### src/rtl/ultrasonic_echo_ranger_assert.svh
// Assertion macros shared by the ranger RTL.
`ifndef ULTRASONIC_ECHO_RANGER_ASSERT_SVH
`define ULTRASONIC_ECHO_RANGER_ASSERT_SVH

// Same-cycle implication, checked out of reset.
`define UER_ASSERT_NOW(label, ante, cons) \
    label: assert property (@(posedge clk) disable iff (!rst_n) (ante) |-> (cons)) \
        else $error("uer assertion failed");

// Next-cycle implication, checked out of reset.
`define UER_ASSERT_NEXT(label, ante, cons) \
    label: assert property (@(posedge clk) disable iff (!rst_n) (ante) |=> (cons)) \
        else $error("uer assertion failed");

`endif

### src/rtl/uer_pkg.sv
package uer_pkg;

    // Result status codes
    typedef enum logic [1:0] {
        STATUS_IDLE    = 2'd0,
        STATUS_BUSY    = 2'd1,
        STATUS_NEW     = 2'd2,
        STATUS_TIMEOUT = 2'd3
    } status_t;

    // Configuration register indexes
    typedef enum logic [1:0] {
        REG_TIMEOUT = 2'd0,
        REG_PULSE   = 2'd1,
        REG_SPEED   = 2'd2,
        REG_OFFSET  = 2'd3
    } cfg_reg_t;

    localparam int TIMEOUT_W = 24;
    localparam int PULSE_W   = 10;
    localparam int SPEED_W   = 18;
    localparam int OFFSET_W  = 21;
    localparam int DIST_W    = 32;
    localparam int CFG_W     = 24;

    // Reset values of the configuration registers
    localparam logic [TIMEOUT_W-1:0] TIMEOUT_RESET = 24'd30000;
    localparam logic [PULSE_W-1:0]   PULSE_RESET   = 10'd12;
    localparam logic [SPEED_W-1:0]   SPEED_RESET   = 18'd87808;
    localparam logic [OFFSET_W-1:0]  OFFSET_RESET  = 21'd0;

    // width * speed_q8 / 512, rounded half up
    localparam int ROUND_SHIFT = 9;

endpackage

### src/rtl/ultrasonic_echo_ranger.sv
// Ultrasonic echo ranger: one input transfer per time-base tick.
// Throughput: one item per cycle while m_tready does not stall the output.
// Stage 1 is the tick state update, stage 2 the distance multiply, round,
// offset and saturate into the output register that drives m_*.
// Reset (rst_n, async, active low): measurement state and distance cleared,
// configuration registers return to their defaults, both pipeline stages empty.
`include "ultrasonic_echo_ranger_assert.svh"

module ultrasonic_echo_ranger
    import uer_pkg::*;
#(
    parameter int TICK_BITS = 24
)
(
    input  logic               clk,
    input  logic               rst_n,
    // configuration write channel
    input  logic               cfg_valid,
    output logic               cfg_ready,
    input  logic [1:0]         cfg_index,
    input  logic [CFG_W-1:0]   cfg_data,
    // input stream
    input  logic               s_tvalid,
    output logic               s_tready,
    input  logic [7:0]         s_tdata,  // [0] echo_level, [7:1] zero
    input  logic [0:0]         s_tuser,  // [0] operation (start request)
    // output stream
    output logic               m_tvalid,
    input  logic               m_tready,
    output logic [39:0]        m_tdata,  // [0] trigger_level, [32:1] distance_um,
                                         // [33] distance_valid, [39:34] zero
    output logic [1:0]         m_tuser   // [1:0] status
);

    localparam logic [TICK_BITS-1:0] TICK_MAX = {TICK_BITS{1'b1}};
    localparam int CMP_W  = (TICK_BITS > TIMEOUT_W) ? TICK_BITS : TIMEOUT_W;
    localparam int PROD_W = TICK_BITS + SPEED_W;
    localparam int RND_W  = PROD_W + 1;
    localparam int RSH_W  = RND_W - ROUND_SHIFT;
    localparam int DW     = (RSH_W + 2 > DIST_W + 2) ? RSH_W + 2 : DIST_W + 2;
    localparam logic [RND_W-1:0] ROUND_HALF = RND_W'(1) << (ROUND_SHIFT - 1);

    // Configuration registers
    logic [TIMEOUT_W-1:0] timeout_reg;
    logic [PULSE_W-1:0]   pulse_len_reg;
    logic [SPEED_W-1:0]   speed_reg;
    logic [OFFSET_W-1:0]  offset_reg;

    // Measurement state
    logic                 in_progress_reg, in_progress_next;
    logic [PULSE_W-1:0]   pulse_count_reg, pulse_count_next;
    logic [TICK_BITS-1:0] elapsed_reg, elapsed_next;
    logic [TICK_BITS-1:0] echo_start_reg, echo_start_next;
    logic                 await_fall_reg, await_fall_next;

    // Stage 1 registers
    logic                 s1_valid_reg;
    logic                 s1_trig_reg, s1_trig_next;
    status_t              s1_status_reg, s1_status_next;
    logic [TICK_BITS-1:0] s1_width_reg, s1_width_next;

    // Output register and stored result
    logic                 out_valid_reg;
    logic                 out_trig_reg;
    status_t              out_status_reg;
    logic [DIST_W-1:0]    last_dist_reg, last_dist_next;
    logic                 last_valid_reg;

    logic                 in_xfer;
    logic                 out_free;
    logic                 s1_adv;
    logic                 echo_done;

    logic [PROD_W-1:0]    prod;
    logic [RND_W-1:0]     rnd;
    logic [RSH_W-1:0]     rnd_sh;
    logic signed [DW-1:0] dist_sum;

    // Handshakes
    assign cfg_ready = 1'b1;
    assign out_free  = !out_valid_reg || m_tready;
    assign s_tready  = !s1_valid_reg || out_free;
    assign in_xfer   = s_tvalid && s_tready;
    assign s1_adv    = s1_valid_reg && out_free;

    // Configuration writes
    always_ff @(posedge clk or negedge rst_n)
    begin
        if (!rst_n)
        begin
            timeout_reg   <= TIMEOUT_RESET;
            pulse_len_reg <= PULSE_RESET;
            speed_reg     <= SPEED_RESET;
            offset_reg    <= OFFSET_RESET;
        end
        else if (cfg_valid && cfg_ready)
        begin
            case (cfg_reg_t'(cfg_index))
                REG_TIMEOUT: timeout_reg   <= cfg_data[TIMEOUT_W-1:0];
                REG_PULSE:   pulse_len_reg <= cfg_data[PULSE_W-1:0];
                REG_SPEED:   speed_reg     <= cfg_data[SPEED_W-1:0];
                REG_OFFSET:  offset_reg    <= cfg_data[OFFSET_W-1:0];
                default:     ;
            endcase
        end
    end

    // Tick state update for the item at the input
    always_comb
    begin
        in_progress_next = in_progress_reg;
        pulse_count_next = pulse_count_reg;
        elapsed_next     = elapsed_reg;
        echo_start_next  = echo_start_reg;
        await_fall_next  = await_fall_reg;
        s1_trig_next     = 1'b0;
        s1_status_next   = STATUS_IDLE;
        echo_done        = 1'b0;

        if (s_tuser[0])
        begin
            in_progress_next = 1'b1;
            await_fall_next  = 1'b0;
            elapsed_next     = '0;
            echo_start_next  = '0;
            pulse_count_next = pulse_len_reg;
        end
        else if (in_progress_reg && elapsed_reg != TICK_MAX)
        begin
            elapsed_next = elapsed_reg + 1'b1;
        end

        if (in_progress_next)
        begin
            if (pulse_count_next != '0)
            begin
                s1_trig_next     = 1'b1;
                pulse_count_next = pulse_count_next - 1'b1;
                s1_status_next   = STATUS_BUSY;
            end
            else
            begin
                if (s_tdata[0])
                begin
                    if (!await_fall_next)
                    begin
                        echo_start_next = elapsed_next;
                        await_fall_next = 1'b1;
                    end
                end
                else if (await_fall_next)
                begin
                    await_fall_next  = 1'b0;
                    in_progress_next = 1'b0;
                    echo_done        = 1'b1;
                    s1_status_next   = STATUS_NEW;
                end
                // completed echo wins over timeout
                if (!echo_done)
                begin
                    if (CMP_W'(elapsed_next) >= CMP_W'(timeout_reg) ||
                        elapsed_next == TICK_MAX)
                    begin
                        in_progress_next = 1'b0;
                        await_fall_next  = 1'b0;
                        s1_status_next   = STATUS_TIMEOUT;
                    end
                    else
                    begin
                        s1_status_next = STATUS_BUSY;
                    end
                end
            end
        end

        s1_width_next = elapsed_next - echo_start_next;
    end

    // Measurement state registers
    always_ff @(posedge clk or negedge rst_n)
    begin
        if (!rst_n)
        begin
            in_progress_reg <= 1'b0;
            pulse_count_reg <= '0;
            elapsed_reg     <= '0;
            echo_start_reg  <= '0;
            await_fall_reg  <= 1'b0;
        end
        else if (in_xfer)
        begin
            in_progress_reg <= in_progress_next;
            pulse_count_reg <= pulse_count_next;
            elapsed_reg     <= elapsed_next;
            echo_start_reg  <= echo_start_next;
            await_fall_reg  <= await_fall_next;
        end
    end

    // Stage 1 valid
    always_ff @(posedge clk or negedge rst_n)
    begin
        if (!rst_n)
        begin
            s1_valid_reg <= 1'b0;
        end
        else if (s_tready)
        begin
            s1_valid_reg <= s_tvalid;
        end
    end

    // Stage 1 payload
    always_ff @(posedge clk)
    begin
        if (in_xfer)
        begin
            s1_trig_reg   <= s1_trig_next;
            s1_status_reg <= s1_status_next;
            s1_width_reg  <= s1_width_next;
        end
    end

    // Distance: round(width * speed / 512) + offset, saturated to 32 bits
    always_comb
    begin
        prod     = PROD_W'(s1_width_reg) * PROD_W'(speed_reg);
        rnd      = {1'b0, prod} + ROUND_HALF;
        rnd_sh   = rnd[RND_W-1:ROUND_SHIFT];
        dist_sum = $signed({{(DW-RSH_W){1'b0}}, rnd_sh})
                 + $signed({{(DW-OFFSET_W){offset_reg[OFFSET_W-1]}}, offset_reg});
        if (dist_sum[DW-1])
        begin
            last_dist_next = '0;
        end
        else if (|dist_sum[DW-2:DIST_W])
        begin
            last_dist_next = '1;
        end
        else
        begin
            last_dist_next = dist_sum[DIST_W-1:0];
        end
    end

    // Output register and stored distance
    always_ff @(posedge clk or negedge rst_n)
    begin
        if (!rst_n)
        begin
            out_valid_reg  <= 1'b0;
            out_trig_reg   <= 1'b0;
            out_status_reg <= STATUS_IDLE;
            last_dist_reg  <= '0;
            last_valid_reg <= 1'b0;
        end
        else
        begin
            if (out_free)
            begin
                out_valid_reg <= s1_valid_reg;
            end
            if (s1_adv)
            begin
                out_trig_reg   <= s1_trig_reg;
                out_status_reg <= s1_status_reg;
                if (s1_status_reg == STATUS_NEW)
                begin
                    last_dist_reg  <= last_dist_next;
                    last_valid_reg <= 1'b1;
                end
                else if (s1_status_reg == STATUS_TIMEOUT)
                begin
                    last_valid_reg <= 1'b0;
                end
            end
        end
    end

    assign m_tvalid = out_valid_reg;
    assign m_tuser  = out_status_reg;
    assign m_tdata  = {6'd0, last_valid_reg, last_dist_reg, out_trig_reg};

    // Checks
    `UER_ASSERT_NOW(a_trig_busy, out_valid_reg && out_trig_reg, out_status_reg == STATUS_BUSY)
    `UER_ASSERT_NOW(a_new_valid, out_valid_reg && out_status_reg == STATUS_NEW, last_valid_reg)
    `UER_ASSERT_NOW(a_tmo_invalid, out_valid_reg && out_status_reg == STATUS_TIMEOUT, !last_valid_reg)
    `UER_ASSERT_NOW(a_pulse_running, pulse_count_reg != '0, in_progress_reg)
    `UER_ASSERT_NEXT(a_fall_running, in_xfer && await_fall_next, in_progress_reg)

endmodule

### config.mk
export PLATFORM = sky130hd
export DESIGN_NAME = ultrasonic_echo_ranger
export DESIGN_NICKNAME = d
export VERILOG_FILES = /design/src/rtl/uer_pkg.sv /design/src/rtl/ultrasonic_echo_ranger.sv
export VERILOG_INCLUDE_DIRS = /design/src /design/src/rtl
export SDC_FILE = /design/constraint.sdc
export NUM_CORES = 2
export LEC_CHECK = 0
export ABC_AREA = 1
export BUFFER_PORTS_ARGS = -buffer_cell sky130_fd_sc_hd__buf_4
export CORE_MARGIN = 2
export CORE_UTILIZATION = 43
export CTS_CLUSTER_SIZE = 12
export DETAILED_ROUTE_END_ITERATION = 12
export MAX_ROUTING_LAYER = met4
export PLACE_DENSITY_LB_ADDON = 0.25
export SYNTH_ARGS = -nofsm -noshare
export SYNTH_HDL_FRONTEND = slang
export SYNTH_SLANG_ARGS = --single-unit
export TNS_END_PERCENT = 10
### constraint.sdc
create_clock -name clk -period 6.93 [get_ports clk]
set_clock_uncertainty 0.15 [all_clocks]
set_input_delay 1.7325 -clock clk [delete_from_list [all_inputs] [get_ports clk]]
set_output_delay 1.7325 -clock clk [all_outputs]
set_load 0.02 [all_outputs]
=== Word level (Yosys, flattened, before mapping) ===
Index checks and enable logic that the tools add are counted.

* Word-level logic and storage cells: 90
* Bits in registers: 198
* Input port bits: 40
* Output and inout port bits: 45

* Muxes and demuxes: 37
* Reduce and logical (&&, ||, !) cells: 19
* Bitwise operators: 1
* Equal/unequal tests: 7
* $add $sub $neg: 5
* Order comparisons: 1
* Multiply operators: 1

{| class="wikitable"
|+ Operators with widths
! cell !! count
|-
| 2-to-1 mux 24 bit || 7
|-
| 2-to-1 mux 32 bit || 2
|-
| adder 42 x 9 -> 43 bit (second input constant) || 1
|-
| multiplier 24 x 18 -> 42 bit || 1
|-
| adder 35 x 21 -> 36 bit || 1
|-
| 2-to-1 mux 10 bit || 3
|-
| adder 24 x 1 -> 24 bit (second input constant) || 1
|-
| equality test 24 bit (second input constant) || 1
|-
| >= comparator 24 bit || 1
|-
| inequality test 24 bit (second input constant) || 1
|-
| subtractor 24 bit || 1
|-
| 2-to-1 mux 1 bit || 21
|-
| AND reduction 2 bit || 6
|-
| nonzero test 10 bit || 1
|-
| subtractor 10 x 1 -> 10 bit (second input constant) || 1
|-
| equality test 2 bit (second input constant) || 4
|-
| 2-to-1 mux 2 bit || 4
|-
| logical AND 1 bit || 3
|-
| logical OR 1 bit || 3
|-
| OR reduction 3 bit || 1
|-
| equality test 2 x 1 -> 1 bit (second input constant) || 1
|-
| zero test 1 bit || 2
|-
| zero test 2 bit || 1
|-
| nonzero test 2 bit || 1
|-
| 2 further kinds || 2
|}

=== Logic depth before layout (Yosys ltp) ===
* Word-level depth: 10
* Gate-level depth with buffers: 42
* Gate-level depth less buffers: 39

=== Least setup slack after synthesis ===
Ideal clock, no wire load.

* Kind: reg-to-reg
* Start: reg speed_reg[9]
* End: reg last_dist_reg[18]
* Library setup time: 66 ps
* Stages on the path, launching flop included: 38
* Buffers on the path: 3
* Data arrival time: 7395 ps
* Setup slack: -681 ps
* Required time: 6714 ps
* Clock period less this slack: 7611 ps
* Path through: dfstp_2 > clkbuf_1 > clkbuf_1 > nand2_1 > fa_1 > inv_1 > fa_1 > inv_1 > fa_1 > inv_1 > fa_1 > inv_1 > fa_1 > inv_1 > fa_1 > ha_1 > nand2_1 > nor2_1 > [... 2 more ...] > nand3_1 > o211a_1 > o21ai_0 > nand3_1 > nand2_1 > xor2_1 > ha_1 > nand2_1 > o21ai_0 > nand3_1 > o21ai_0 > nor3_1 > nand3_1 > xor2_1 > nor2_1 > clkbuf_1 > nand2_1 > nand2_1

* Cells in the longest elaborated chain, start to end: 6

{| class="wikitable"
|+ RTL lines
! what !! line !! text
|-
| start, declared || ultrasonic_echo_ranger.sv:46 || <nowiki>logic [SPEED_W-1:0] speed_reg;</nowiki>
|-
| start signal, assigned || ultrasonic_echo_ranger.sv:101 || <nowiki>REG_SPEED: speed_reg <= cfg_data[SPEED_W-1:0];</nowiki>
|-
| multiplier 24 x 18 -> 42 bit (*) || ultrasonic_echo_ranger.sv:227 || <nowiki>prod = PROD_W'(s1_width_reg) * PROD_W'(speed_reg);</nowiki>
|-
| adder 42 x 9 -> 43 bit (*) || ultrasonic_echo_ranger.sv:228 || <nowiki>rnd = {1'b0, prod} + ROUND_HALF;</nowiki>
|-
| adder 35 x 21 -> 36 bit (*) || ultrasonic_echo_ranger.sv:231 || <nowiki>+ $signed({{(DW-OFFSET_W){offset_reg[OFFSET_W-1]}}, offset_reg});</nowiki>
|-
| OR reduction 3 bit || ultrasonic_echo_ranger.sv:236 || <nowiki>else if (|dist_sum[DW-2:DIST_W])</nowiki>
|-
| 2-to-1 mux 32 bit || ultrasonic_echo_ranger.sv:236 ||
|-
| 2-to-1 mux 32 bit (*) || ultrasonic_echo_ranger.sv:232 || <nowiki>if (dist_sum[DW-1])</nowiki>
|-
| end signal, assigned || ultrasonic_echo_ranger.sv:269 || <nowiki>last_dist_reg <= last_dist_next;</nowiki>
|-
| end, declared || ultrasonic_echo_ranger.sv:66 || <nowiki>logic [DIST_W-1:0] last_dist_reg, last_dist_next;</nowiki>
|}

Every way passes the cells marked *; elsewhere a longest branch is shown, timed or not.
A chain may end at the register's enable or synchronous reset.

=== Worst setup path after layout ===
* Start: reg speed_reg[9]
* End: reg last_dist_reg[22]

Same word-level chain as after synthesis.

==> reports/summary.json <==
{
  "outcome": {
    "run_status": "complete, but fails checks",
    "failing_checks": "setup timing"
  },
  "synthesis": {
    "synth_top_family_by_area": "adder cells",
    "synthTopCellsByCount": "987 x nand2_1, 821 x inv_1, 355 x fa_1",
    "synth.cell_area_sq_um": 27800,
    "synth_enable_flop_cells": 27,
    "synth_simple_gate_area_share_pct": 19.8,
    "post-synth-top-count-cell": "nand2_1",
    "synth.mux.area_fraction_pct": 0.0719,
    "ys_async_sr_fraction_pct": 86.4,
    "synth.top_cells.by_area": "fa_1 26%, dfrtp_1 14%, nand2_1 13%",
    "ys_flop_type": "dfrtp_1",
    "avg_cell_area_syn_sq_um": 7.46,
    "synthesis.instances": 3733,
    "post_synth_fa_ha_maj_area_fraction_pct": 35.5,
    "synth_area_leader_cell": "fa_1",
    "synth-xor-area-share_pct": 2.93,
    "synth.yosys.seq_area_share_pct": 18.3,
    "synth_top_area_share_pct": 25.5,
    "yosys_register_bits": 198,
    "yosysWarnings": 0,
    "synth-compound-area-share_pct": 9.68,
    "synth_cell_types": 56
  },
  "cells_and_area": {
    "largest_register_ffs": 32,
    "layout-area-overhead-vs-synth_pct": 26.1,
    "finish.utilization_pct": 54.7,
    "nNetsFinal": 4731,
    "layout-drive-gt1-share_pct": 21.8
  },
  "die": {
    "die_width_um": 258,
    "floorplan.io_pins": 85,
    "num_rows": 93,
    "die_extent_in_y_um": 258,
    "initial_core_util_pct": 43.3,
    "coreArea_sq_um": 64200,
    "die_area_sq_um": 66800
  },
  "setup_path": {
    "setup.worst_path.end_class": "flop",
    "critical_path.max_fanout": 16,
    "timing.critical_path.from_type": "flop",
    "cp_slowest_stage_delay_ps": 590,
    "crit_required_ps": 7130,
    "critical_path_arrival_ps": 8130,
    "crit_slowest_cell": "dfstp_2",
    "critical_setup_path_kind": "reg -> reg",
    "cp_common_cell": "fa_1"
  },
  "drt": {
    "first_pass_iters": 6,
    "drtIter0Drc": 1669,
    "num_vias": 24769,
    "wl_um": 81600,
    "route.detailed.vias_per_inst": 4.97,
    "detail_routed_net_length_per_standard_cell_um": 16.4,
    "drc_errors": 0,
    "ant_nets": 0
  },
  "timing": {
    "fin_setup_tns_ps": -30990,
    "max_freq_mhz": 126,
    "rsz0062_at_grt": "true",
    "max_slew.worst_pin.slew_ps": 1390,
    "final_max_tran_viols": 0,
    "finalHoldViolations": 0,
    "timing.max_slew.rel_slack_pct": 7.49,
    "finalWorstSetupSlack_ps": -1000,
    "final_min_period_over_clock_period_pct": 114,
    "layout_min_cycle_time_ps": 7930,
    "final-setup-viol-count": 32
  },
  "cts": {
    "cts_tree": "built",
    "clock-root-buffer": "clkbuf_16",
    "clkTransAtPathRegs_ps": 80,
    "ctsHoldBuffers": 0,
    "ctsLongestPathBuffers": 2,
    "h-tree-depth": 4,
    "insertion_delay_ps": 460,
    "tritoncts_num_sinks": 198,
    "cts_made_buffers": 17
  },
  "global_routing": {
    "grt_pass1_vias": 24750,
    "antenna_found_initial": 3,
    "grt_max_degree": 111,
    "global_route.usage.total_pct": 24.8,
    "global_route_wire_length_before_repair_um": 128000,
    "gr-total-overflow": 0
  },
  "placed_design": {
    "dp_worst_setup_slack_ps": -963,
    "dp_hpwl_um": 64000,
    "numPortBuffers": 70,
    "gp_congestion": 0.941
  },
  "flow_run": {
    "maxCapViolations": 0
  },
  "min_path": {
    "min_path_type": "reg -> reg"
  }
}
## cell usage in the layout (no fill, tap or decap), drive strengths merged, types with 8 or more instances in the layout
master and instances:
xnor2 50, nand4 22, buf 517, nand3 121
fa 355, nor2 182, dfrtp 156, o21ai 285
ha 221, edfxtp 27, o22ai 9, dfstp 15
a21oi 160, xor2 43, nand3b 8, nand2 993
nor3 20, clkbuf 28, inv 832, nor4 8
## final cells by class
| cell class | count | area, sq um |
|---|---|---|
| multi-input combinational | 2545 | 20500 |
| antenna | 3 | 7.51 |
| fill | 6038 | 29100 |
| inverter | 825 | 3100 |
| tap | 855 | 1070 |
| sequential | 198 | 5110 |
| clock inverter | 15 | 203 |
| timing repair buffer | 528 | 4720 |
| clock buffer | 17 | 425 |
## timing repair
action,in CTS,in global routing
pin swaps,2,135
setup endpoints to repair,32,32
buffers inserted,3,39
gates cloned,0,12
resized for setup,12,349
## metrics by stage
stage / hold slack, ps / instances / instance area (sq um)
3_5_place_dp: 316 / 4898 / 32500
5_1_grt: 359 / 4986 / 35100
4_1_cts: 342 / 4933 / 33200
2_1_floorplan: 268 / 3738 / 28400
6_report: 339 / 4986 / 35100
3_3_place_gp: 314 / 4898 / 32500
## logic make-up (layout without fill, tap and decap cells)
logic type / after synthesis / after routing
AO/OA/AOI/OAI: 506 / 506
flip-flops: 198 / 198
other: 2 / 10
adder cells (fa/ha/maj): 576 / 576
buffers and inverters: 995 / 1385
AND/OR/NAND/NOR: 1361 / 1361
XOR/XNOR: 93 / 93
multiplexers: 2 / 2
## worst max-delay path, delay by kind of cell, from the launching register on
| family | cells | cell delay (ps) |
|---|---|---|
| buf+inv | 10 | 1230 |
| xor+xnor | 1 | 210 |
| flops | 1 | 590 |
| compound gates | 4 | 670 |
| simple gates | 14 | 1330 |
| fa+ha+maj | 8 | 3640 |
## worst paths after layout
kind,slack (ps),startpoint,endpoint,cells past startpoint
hold reg to reg,340,pulse_len_reg[9]$_DFFE_PN0P_,pulse_len_reg[9]$_DFFE_PN0P_,2
setup reg to reg,-1000,speed_reg[9]$_DFFE_PN1P_,last_dist_reg[22]$_DFFE_PN0P_,37
min in group asynchronous,1210,rst_n,last_dist_reg[12]$_DFFE_PN0P_,1
setup / recovery,-1000,speed_reg[9]$_DFFE_PN1P_,last_dist_reg[22]$_DFFE_PN0P_,37
max in group asynchronous,4150,rst_n,echo_start_reg[0]$_DFFE_PN0P_,2
hold / removal,340,pulse_len_reg[9]$_DFFE_PN0P_,pulse_len_reg[9]$_DFFE_PN0P_,2
## layer usage
layer	part of all wire (%)	GRT usage, %	vias to the layer above
met5	0	-	-
met4	2.8	7.05	0
met3	5.7	3.68	133
met2	47	39.8	677
met1	44	32.7	11889
li1	-	-	12070
Power is left out: the tool's default activity adds up to more than one toggle a clock period on the data nets, which glitch-free logic cannot reach.
